==> config.mk <==
export PLATFORM = sky130hd
export DESIGN_NAME = scancode_to_ascii_decoder_top
export DESIGN_NICKNAME = d
export VERILOG_FILES = /design/src/hdl/scd_pkg.sv /design/src/hdl/scancode_to_ascii_decoder_top.sv /design/src/hdl/scd_decode.sv
export SDC_FILE = /design/constraint.sdc
export NUM_CORES = 1
export LEC_CHECK = 0
export ABC_AREA = 1
export BUFFER_PORTS_ARGS = -buffer_cell sky130_fd_sc_hd__buf_4
export CAP_MARGIN = 25
export CORE_MARGIN = 8
export CORE_UTILIZATION = 35
export DETAILED_ROUTE_END_ITERATION = 12
export GPL_TIMING_DRIVEN = 0
export HOLD_SLACK_MARGIN = 0.08
export SYNTH_ARGS = -nofsm -noshare
export SYNTH_HDL_FRONTEND = slang
export SYNTH_SLANG_ARGS = --single-unit
==> constraint.sdc <==
create_clock -name clk -period 2.3 [get_ports clk]
set_input_delay 0.46 -clock clk [delete_from_list [all_inputs] [get_ports clk]]
set_output_delay 0.46 -clock clk [all_outputs]
set_load 0.005 [all_outputs]
==> src/hdl/scd_pkg.sv <==
// ----------------------------------------------------------------------------
// scd_pkg: shared types, codes and character ROMs
// Set-1 scan codes, key event codes, the result record and the two
// character lookup tables (plain and shifted) of the scan code decoder.
// ----------------------------------------------------------------------------
`default_nettype none

package scd_pkg;

  // Scan codes with a special meaning
  localparam logic [7:0] SC_BACKSPACE    = 8'h0e;
  localparam logic [7:0] SC_TAB          = 8'h0f;
  localparam logic [7:0] SC_ENTER        = 8'h1c;
  localparam logic [7:0] SC_LSHIFT_MAKE  = 8'h2a;
  localparam logic [7:0] SC_RSHIFT_MAKE  = 8'h36;
  localparam logic [7:0] SC_LSHIFT_BREAK = 8'haa;
  localparam logic [7:0] SC_RSHIFT_BREAK = 8'hb6;
  localparam logic [7:0] SC_CAPS         = 8'h3a;
  localparam logic [7:0] SC_NUM          = 8'h45;
  localparam logic [7:0] SC_SCROLL       = 8'h46;

  // Letter range and upper-to-lower case offset
  localparam logic [7:0] CHAR_UPPER_A = 8'h41;
  localparam logic [7:0] CHAR_UPPER_Z = 8'h5a;
  localparam logic [7:0] CASE_GAP     = 8'h20;

  // Key event codes
  localparam logic [2:0] EV_NONE      = 3'd0;
  localparam logic [2:0] EV_CHAR      = 3'd1;
  localparam logic [2:0] EV_BACKSPACE = 3'd2;
  localparam logic [2:0] EV_ENTER     = 3'd3;
  localparam logic [2:0] EV_TAB       = 3'd4;

  // Lock bit positions
  localparam int LOCK_SCROLL = 0;
  localparam int LOCK_NUM    = 1;
  localparam int LOCK_CAPS   = 2;

  // Shift bit positions
  localparam int SHIFT_LEFT  = 0;
  localparam int SHIFT_RIGHT = 1;

  // One result item, highest field first so that char_code is in the low bits
  typedef struct packed {
    logic [1:0] shift_state;
    logic [2:0] led_state;
    logic       led_changed;
    logic [2:0] key_event;
    logic [7:0] char_code;
  } scd_result_t;

  localparam int RESULT_W = $bits(scd_result_t);
  localparam int OUT_DATA_W = ((RESULT_W + 7) / 8) * 8;

  // Character ROM: a make code index, plain or shifted table
  function automatic logic [7:0] scd_rom(input logic [6:0] idx, input logic shifted);
    logic [7:0] ch;
    begin
      ch = 8'h00;
      case (idx)
        7'h01: ch = shifted ? 8'h7e : 8'h60;
        7'h02: ch = shifted ? 8'h21 : 8'h31;
        7'h03: ch = shifted ? 8'h40 : 8'h32;
        7'h04: ch = shifted ? 8'h23 : 8'h33;
        7'h05: ch = shifted ? 8'h24 : 8'h34;
        7'h06: ch = shifted ? 8'h25 : 8'h35;
        7'h07: ch = shifted ? 8'h5e : 8'h36;
        7'h08: ch = shifted ? 8'h26 : 8'h37;
        7'h09: ch = shifted ? 8'h2a : 8'h38;
        7'h0a: ch = shifted ? 8'h28 : 8'h39;
        7'h0b: ch = shifted ? 8'h29 : 8'h30;
        7'h0c: ch = shifted ? 8'h5f : 8'h2d;
        7'h0d: ch = shifted ? 8'h2b : 8'h3d;
        7'h10: ch = 8'h51;
        7'h11: ch = 8'h57;
        7'h12: ch = 8'h45;
        7'h13: ch = 8'h52;
        7'h14: ch = 8'h54;
        7'h15: ch = 8'h59;
        7'h16: ch = 8'h55;
        7'h17: ch = 8'h49;
        7'h18: ch = 8'h4f;
        7'h19: ch = 8'h50;
        7'h1a: ch = shifted ? 8'h7b : 8'h5b;
        7'h1b: ch = shifted ? 8'h7d : 8'h5d;
        7'h1e: ch = 8'h41;
        7'h1f: ch = 8'h53;
        7'h20: ch = 8'h44;
        7'h21: ch = 8'h46;
        7'h22: ch = 8'h47;
        7'h23: ch = 8'h48;
        7'h24: ch = 8'h4a;
        7'h25: ch = 8'h4b;
        7'h26: ch = 8'h4c;
        7'h27: ch = shifted ? 8'h3a : 8'h3b;
        7'h28: ch = shifted ? 8'h22 : 8'h27;
        7'h2b: ch = shifted ? 8'h7c : 8'h5c;
        7'h2c: ch = 8'h5a;
        7'h2d: ch = 8'h58;
        7'h2e: ch = 8'h43;
        7'h2f: ch = 8'h56;
        7'h30: ch = 8'h42;
        7'h31: ch = 8'h4e;
        7'h32: ch = 8'h4d;
        7'h33: ch = shifted ? 8'h3c : 8'h2c;
        7'h34: ch = shifted ? 8'h3e : 8'h2e;
        7'h35: ch = shifted ? 8'h3f : 8'h2f;
        7'h37: ch = 8'h2a;
        7'h39: ch = 8'h20;
        7'h47: ch = 8'h37;
        7'h48: ch = 8'h38;
        7'h49: ch = 8'h39;
        7'h4a: ch = 8'h2d;
        7'h4b: ch = 8'h34;
        7'h4c: ch = 8'h35;
        7'h4d: ch = 8'h36;
        7'h4e: ch = 8'h2b;
        7'h4f: ch = 8'h31;
        7'h50: ch = 8'h32;
        7'h51: ch = 8'h33;
        7'h52: ch = 8'h30;
        7'h53: ch = 8'h2e;
        7'h73: ch = shifted ? 8'h5f : 8'h5c;
        7'h7d: ch = shifted ? 8'h7c : 8'h5c;
        default: ch = 8'h00;
      endcase
      return ch;
    end
  endfunction

endpackage

`default_nettype wire

==> src/hdl/scancode_to_ascii_decoder_top.sv <==
// Pipeline: an accepted item passes the input register, then the result register, on to out_*;
//   two register stages in all.
// Throughput: one item per cycle while out_tready does not hold the full result register;
//   the combinational ROM lookup and flag update lie between the two registers.
// Reset (rst_n low, synchronous): both stages empty, shift state and lock bits cleared.
// A cfg write loads the lock bits at once.
// ----------------------------------------------------------------------------
// scancode_to_ascii_decoder_top: set-1 scan code to character decoder
// Stream in scan code bytes, stream out characters, key events and the
// lock LED and shift state after each byte.
// ----------------------------------------------------------------------------
`default_nettype none

module scancode_to_ascii_decoder_top (
  input  wire logic                          clk,
  input  wire logic                          rst_n,
  // configuration
  input  wire logic                          cfg_wr_en,
  input  wire logic [2:0]                    cfg_wr_data,  // initial_leds
  // input stream
  input  wire logic                          in_tvalid,
  output logic                               in_tready,
  input  wire logic [7:0]                    in_tdata,     // [7:0] scan_code
  // result stream
  output logic                               out_tvalid,
  input  wire logic                          out_tready,
  // [7:0] char_code, [10:8] key_event, [11] led_changed, [14:12] led_state,
  // [16:15] shift_state, [23:17] zero
  output logic [scd_pkg::OUT_DATA_W-1:0]     out_tdata
);
  import scd_pkg::*;

  logic        in_valid_r;
  logic [7:0]  in_code_r;
  logic        out_valid_r;
  scd_result_t out_res_r;
  logic [1:0]  shift_r;
  logic [2:0]  lock_r;
  logic [1:0]  shift_nxt;
  logic [2:0]  lock_nxt;
  logic        advance;
  logic        in_fire;
  scd_result_t res;

  // Handshake: result register frees when empty or taken
  assign advance   = !out_valid_r || out_tready;
  assign in_tready = !in_valid_r || advance;
  assign in_fire   = in_tvalid && in_tready;

  // Translate the held item
  scd_decode u_decode (
    .code_i  (in_code_r),
    .shift_i (shift_r),
    .lock_i  (lock_r),
    .res_o   (res)
  );

  // Next state: commit the item's effect as it moves on; cfg loads the locks
  always_comb begin
    shift_nxt = shift_r;
    lock_nxt  = lock_r;
    if (advance && in_valid_r) begin
      shift_nxt = res.shift_state;
      lock_nxt  = res.led_state;
    end
    if (cfg_wr_en) begin
      lock_nxt = cfg_wr_data;
    end
  end

  // Control and state registers
  always_ff @(posedge clk) begin
    if (!rst_n) begin
      in_valid_r  <= 1'b0;
      out_valid_r <= 1'b0;
      shift_r     <= '0;
      lock_r      <= '0;
    end else begin
      shift_r <= shift_nxt;
      lock_r  <= lock_nxt;
      if (in_fire) begin
        in_valid_r <= 1'b1;
      end else if (advance) begin
        in_valid_r <= 1'b0;
      end
      if (advance) begin
        out_valid_r <= in_valid_r;
      end
    end
  end

  // Payload registers
  always_ff @(posedge clk) begin
    if (in_fire) begin
      in_code_r <= in_tdata;
    end
    if (advance && in_valid_r) begin
      out_res_r <= res;
    end
  end

  assign out_tvalid = out_valid_r;
  assign out_tdata  = {{(OUT_DATA_W - RESULT_W){1'b0}}, out_res_r};

`ifndef SYNTH
  // The delivered LED state is the lock state the block carries forward
  a_led_tracks_state: assert property (@(posedge clk) disable iff (!rst_n)
    (advance && in_valid_r && !cfg_wr_en) |=> (out_res_r.led_state == lock_r))
    else $error("result led_state differs from held lock bits");

  // The delivered shift state is the shift state the block carries forward
  a_shift_tracks_state: assert property (@(posedge clk) disable iff (!rst_n)
    (advance && in_valid_r) |=> (out_res_r.shift_state == shift_r))
    else $error("result shift_state differs from held shift bits");

  // A lock toggle never carries a character
  a_lock_no_char: assert property (@(posedge clk) disable iff (!rst_n)
    (out_valid_r && out_res_r.led_changed) |->
      ((out_res_r.char_code == 8'h00) && (out_res_r.key_event == EV_NONE)))
    else $error("lock toggle result carries a character");

  // A printable event always has a character
  a_char_nonzero: assert property (@(posedge clk) disable iff (!rst_n)
    (out_valid_r && (out_res_r.key_event == EV_CHAR)) |-> (out_res_r.char_code != 8'h00))
    else $error("printable event without a character");

  // Input stalls only when both stages are full
  a_stall_full: assert property (@(posedge clk) disable iff (!rst_n)
    !in_tready |-> (in_valid_r && out_valid_r))
    else $error("input stalled with a free stage");
`endif

endmodule

`default_nettype wire

==> src/hdl/scd_decode.sv <==
// ----------------------------------------------------------------------------
// scd_decode: single scan code translation
// Looks up the character, classifies the key event and works out the
// shift and lock state after the scan code, from the state before it.
// ----------------------------------------------------------------------------
`default_nettype none

module scd_decode (
  input  wire logic [7:0]          code_i,
  input  wire logic [1:0]          shift_i,
  input  wire logic [2:0]          lock_i,
  output scd_pkg::scd_result_t     res_o
);
  import scd_pkg::*;

  logic       shifted;
  logic       caps;
  logic [7:0] rom_ch;
  logic [7:0] ch;
  logic [2:0] ev;
  logic [1:0] shift_nxt;
  logic [2:0] lock_nxt;
  logic       changed;

  // Look up the character; break codes give none
  always_comb begin
    shifted = |shift_i;
    caps    = lock_i[LOCK_CAPS];
    rom_ch  = code_i[7] ? 8'h00 : scd_rom(code_i[6:0], shifted);
    ch      = rom_ch;
    if ((rom_ch >= CHAR_UPPER_A) && (rom_ch <= CHAR_UPPER_Z) && (caps == shifted)) begin
      ch = rom_ch + CASE_GAP;
    end
  end

  // Classify the key event
  always_comb begin
    ev = (ch != 8'h00) ? EV_CHAR : EV_NONE;
    unique case (code_i)
      SC_BACKSPACE: ev = EV_BACKSPACE;
      SC_ENTER:     ev = EV_ENTER;
      SC_TAB:       ev = EV_TAB;
      default:      ;
    endcase
  end

  // Update shift and lock state
  always_comb begin
    shift_nxt = shift_i;
    lock_nxt  = lock_i;
    changed   = 1'b0;
    unique case (code_i)
      SC_LSHIFT_MAKE:  shift_nxt[SHIFT_LEFT]  = 1'b1;
      SC_RSHIFT_MAKE:  shift_nxt[SHIFT_RIGHT] = 1'b1;
      SC_LSHIFT_BREAK: shift_nxt[SHIFT_LEFT]  = 1'b0;
      SC_RSHIFT_BREAK: shift_nxt[SHIFT_RIGHT] = 1'b0;
      SC_CAPS: begin
        lock_nxt[LOCK_CAPS] = ~lock_i[LOCK_CAPS];
        changed = 1'b1;
      end
      SC_NUM: begin
        lock_nxt[LOCK_NUM] = ~lock_i[LOCK_NUM];
        changed = 1'b1;
      end
      SC_SCROLL: begin
        lock_nxt[LOCK_SCROLL] = ~lock_i[LOCK_SCROLL];
        changed = 1'b1;
      end
      default: ;
    endcase
  end

  // Assemble the result item
  always_comb begin
    res_o.char_code   = ch;
    res_o.key_event   = ev;
    res_o.led_changed = changed;
    res_o.led_state   = lock_nxt;
    res_o.shift_state = shift_nxt;
  end

endmodule

`default_nettype wire
# --- After elaboration in Yosys (flattened, before gate mapping) ---
# Index checks and enable logic that the tools add are counted.
# W data, S select, Z words.
totals:
  ff_bits: 32
  output_inout_bits: 26
  inputBits: 16
  elab_cells: 142
op_classes:
  bitwise_logic: 3
  n_reduce_logical: 14
  muxes: 37
  n_addsub: 1
  n_lt_le_gt_ge: 2
  n_eq_ne: 75
ops:
  columns: ["operator", "count"]
  rows:
  - ["$pmux W8 S63", 1]
  - ["$eq A7 B6 Y1 const B", 22]
  - ["$eq A7 B7 Y1 const B", 15]
  - ["$eq A7 B5 Y1 const B", 14]
  - ["$mux W5", 13]
  - ["$eq A7 B4 Y1 const B", 6]
  - ["$eq A7 B3 Y1 const B", 4]
  - ["$eq A8 B6 Y1 const B", 3]
  - ["$mux W7", 3]
  - ["$mux W6", 3]
  - ["$eq A8 B4 Y1 const B", 2]
  - ["$eq A8 B7 Y1 const B", 2]
  - ["$eq A8 B8 Y1 const B", 2]
  - ["$mux W8", 2]
  - ["$eq A7 B2 Y1 const B", 2]
  - ["$mux W3", 3]
  - ["$pmux W3 S3", 1]
  - ["$add A8 B6 Y8 const B", 1]
  - ["$eq A8 B5 Y1 const B", 1]
  - ["$ge A8 B7 Y1 const B", 1]
  - ["$le A8 B7 Y1 const B", 1]
  - ["$mux W1", 8]
  - ["$reduce_bool A8 Y1", 1]
  - ["$eq A7 B1 Y1 const B", 1]
  - ["10 further kinds", 20]

# --- Logic depth before layout (Yosys ltp) ---
depth:
  depth_word: 11
  ltp_mapped: 20
  ltp_nobuf: 19

# --- Modules after synthesis ---
# From an unflattened synthesis, not the netlist that was laid out.
unflattened:
  cells_unflattened: 460
  area_unflattened_um2: 2707.6
by_module_without_submodules:
  columns: ["module", "cells_each", "area_per_inst_um2", "seq_area_each_um2", "instances"]
  rows:
  - ["scd_decode", 379, 1582.8, 0.0, 1]
  - ["scancode_to_ascii_decoder_top", 81, 1124.8, 890.9, 1]

# --- Worst setup path before layout ---
# No wires, ideal clock.
synth_timing:
  path_kind: "reg2reg"
  startpoint: "register in_code_r[2]"
  endpoint: "register out_res_r (netlist bit out_tdata[8]) (data pin)"
  required_time_ps: 2040
  setup_ps: 260
  path_slack_ps: 56
  arrival_time_ps: 1984
  n_path_buf: 0
  period_less_slack_ps: 2244
  path_stages_with_launch: 14
  cell_sequence: "edfxtp_1 -> nand2_1 -> inv_1 -> nand2_1 -> nor2_1 -> nor2_1 -> nand3_1 -> nor3_1 -> a31oi_1 -> ha_1 -> a21oi_1 -> nand3_1 -> nand2_1 -> nand3_1"
synth_rtl:
  columns: ["element", "line_no", "rtl"]
  rows:
  - ["from (decl)", "scancode_to_ascii_decoder_top.sv:34", "logic [7:0] in_code_r;"]
  - ["from (signal assigned)", "scancode_to_ascii_decoder_top.sv:95", "in_code_r <= in_tdata;"]
  - ["to (signal assigned)", "scancode_to_ascii_decoder_top.sv:98", "out_res_r <= res;"]
  - ["to (decl)", "scancode_to_ascii_decoder_top.sv:36", "scd_result_t out_res_r;"]

==> impl_results.md <==
* Status: finished with violations
* Failing checks: setup timing
* Met2 Usage GRT at 0.311
* Top-Level Pins at 42
* Routed len/inst at 16.4 µm
* Initial antenna violation count at 0
* Final Hold Viols at 0
* Post-synthesis compound-gate area fraction at 0.0690
* CTS Hold Bufs at 0
* DR DRC count at 0
* Layout fillers at 711
* Seq/Total Area, Yosys at 0.334
* Via density at 5.29
* Post-Synth Adder-Cell Area at 0.00469
* CP max stage delay at 0.36 ns
* Cells after synthesis at approximately 430
* Fin crit period at 2.47 ns
* Row count at 32
* Antenna-violating nets left at 0
* Main combinational cell family by area after synthesis: simple AND/OR/NAND/NOR gates
* Placed Cells at between 500 and 600
* Overall routing resource usage at 0.193
* CP max FO at 10
* Die width at 103 µm
* Max_cap viols at 0
* DR vias at 3348
* Antenna diode count at 0
* Critical path buffer and inverter count at 4
* Largest net degree at the start of global routing at 21
* Critical Path Start Type: flop
* Number of port buffers at 34
* Met3 Use GR at 0.0321
* Slew at the pin closest to its max-slew limit at 0.755 ns
* CP arrival at 2.51 ns
* Multiplexer area fraction after synthesis at 0
* Layout Skew at approximately 0.01 ns
* Final weighted congestion in routability-driven placement at ~1.0
* Synthesis-to-layout area growth at 60.5%
* Slew Limit Fails at 0
* Total Wirelength at 10.4 mm
* Hold Path Class: input pin to flop
* TritonCTS Buffers at 5
* Avg Cell Area, Syn at 6.15 µm²
* Final Setup Violations at 4
* First-pass GRT wire length at 15.5 mm
* Register bit total from synthesis at 32
* Gate family responsible for the most delay along the worst path: simple AND/OR/NAND/NOR gates
* H-Tree Depth at 2
* Met1 GRT Util at 0.235
* CTS max path bufs at 2
* CTS tree: done
* Synth Flop Type: edfxtp_1
* Peak VDD IR at 0.300 mV
* Die area at 10700 µm²
* Vias in the first global route at approximately 3100
* Post-Synth Simple-Gate Area at 0.488
* Post-Syn Area at 2670 µm²
* Most Frequent Cell on Critical Path: nand2_1
* Die Span Y at 103 µm
* Worst-path cell chain: buf_8 > clkinv_8 > nand2_8 > nor2_4 > buf_4 > nand2_1 > nand2_1 > nor2_1 > nand2_1 > nor2_2 > nand3_4 > nand2_4 > nand2_1 > nor2_1 > nand2_1 > buf_4 > a21oi_2 > nand3_1
* Crit. End Element: flop
* Clock latency on the worst-skew pair at slightly below 0.3 ns
* Sinks on Clock Net at 32
* Setup CP Type: flop to flop
* Core Footprint at approximately 7600 µm²
* Leakage at 2.12 nW
* EDFF count, synth at 25
* Critical Path RT at 2.34 ns
* Initial Util at 0.352
* GRT Max-Usage Layer: met2
* Clk pin slew, worst setup/hold paths at 0.08 ns
* CP max-delay cell: edfxtp_1
* Clock root buffer: clkbuf_8
* Fin cells at approximately 630
* DP HPWL at 7.28 mm
* RSZ-0062 raised after global routing: true
* Layout cells sized above 1 at 0.433
* First DRT Iteration DRCs at 319
* Yosys synthesis warning count at 0
* FFs w/ async S/R, synth at 0
* Pwr dens at 418 nW/µm²
* Peak Freq at about 410 MHz
* Synth unique cells at 29
* Max transition margin at 0.496
* Final worst path period share at 1.07
* WHS at 0.343 ns
* Drt pass-1 iters at 5
* Xor and xnor fraction of the mapped netlist area at 0.0131
* Grt total ovfl at 0
* Nets at 547
* Min setup slack post-route at -0.166 ns
cells in the mapped netlist (all sizes together), types with 3 or more instances:
cell type	n	area, µm²
nand4	3	18.8
edfxtp	25	751
a31oi	6	37.5
dfxtp	7	140
nor2	93	372
o21ai	14	70.1
nor3	6	30.0
a21oi	12	60.1
buf	11	90.1
nand3	49	255
inv	38	145
nand2	157	604
xnor2	3	26.3
where the power goes:
group / total (mW) / internal, mW / switching (mW) / leakage, nW
combinational: 0.545 / 0.225 / 0.321 / 1.76
clock: 0.559 / 0.339 / 0.220 / 0.0627
sequential: 0.685 / 0.665 / 0.0201 / 0.293
total: 1.79 / 1.23 / 0.561 / 2.12
sequential cells by signal, indices dropped and copies added (netlist names):
register,count
shift_r,2
in_code_r,8
out_tdata,17
out_tvalid,1
in_valid_r,1
lock_r,3
cell families (layout without fill, tap and decap cells):
group	after synthesis	in the layout
AND/OR/NAND/NOR	311	311
buffers and inverters	50	142
AO/OA/AOI/OAI	34	34
flip-flops	32	32
XOR/XNOR	4	4
adder cells (fa/ha/maj)	1	1
other	1	7
layout by cell type (no fill, tap or decap), types with 3 or more instances in the layout:
cell type	count
a21oi_2	5
nor2_4	22
nand2_1	116
nor3_1	3
inv_4	6
edfxtp_1	25
xnor2_1	3
a31oi_1	4
buf_4	82
conb_1	7
nand2_2	28
buf_8	3
o21ai_0	10
nand2_4	6
nor2_2	16
nand3_4	6
inv_2	7
nand3_2	12
nand4_1	3
a21oi_1	7
clkbuf_8	7
nand2_8	7
inv_1	21
dfxtp_1	7
nor2_1	55
o21ai_1	3
buf_6	8
nand3_1	31
worst register-to-register path, cell delays in order, from the launching register on:
cell and delay [ns]:
edfxtp_1 0.36, buf_8 0.18, clkinv_8 0.12, nand2_8 0.11, nor2_4 0.06, buf_4 0.15
nand2_1 0.06, nand2_1 0.05, nor2_1 0.10, nand2_1 0.07, nor2_2 0.18, nand3_4 0.13
nand2_4 0.10, nand2_1 0.06, nor2_1 0.09, nand2_1 0.09, buf_4 0.14, a21oi_2 0.10
nand3_1 0.09
final cells by class:
class                           count  area, µm²  share of cell area
Buffer                             12        109              0.0255
Clock buffer                        8        121              0.0284
Inverter                           38        188              0.0439
Multi-Input combinational cell    357       2150               0.504
Sequential cell                    32        891               0.208
Tap cell                          102        128              0.0298
Timing Repair Buffer               84        686               0.160
path summary, 6_finish.rpt:
check	slack [ns]	depth (start not counted)	from	to
setup / recovery	-0.17	18	in_code_r[1]$_DFFE_PP_	out_tdata[8]$_DFFE_PP_
hold / removal	0.34	1	in_tdata[7]	in_code_r[7]$_DFFE_PP_
setup reg to reg	-0.17	18	in_code_r[1]$_DFFE_PP_	out_tdata[8]$_DFFE_PP_
hold reg to reg	0.50	2	lock_r[1]$_SDFFE_PN0P_	lock_r[1]$_SDFFE_PN0P_
through the flow:
stage	setup TNS, ns	cell area (µm²)	setup WS (ns)	util	total power, mW
final	-0.468	4280	-0.166	0.565	1.79
after global routing	-1.05	4280	-0.311	0.565	1.88
after CTS	-0.215	3880	-0.0967	0.513	1.70
after detailed placement	-1.95	3070	-0.556	0.406	1.03
after global placement	-2.04	3070	-0.598	0.406	1.03
after floorplan	0	2690	0.0560	-	0.906
metal layers:
metal / vias to the layer above / wire [µm]
met5: - / 0
met4: 0 / 568
met3: 39 / 635
met2: 167 / 4960
met1: 1550 / 4190
li1: 1592 / -
what timing repair did:
| item | in CTS | in global routing |
|---|---|---|
| pin swaps | 39 | 49 |
| buffers inserted | 37 | 13 |
| endpoints found under the hold margin | 0 | 0 |
| gates resized for setup | 110 | 76 |
| endpoints found under the setup margin | 4 | 4 |
(Power assumes the default switching activity.)
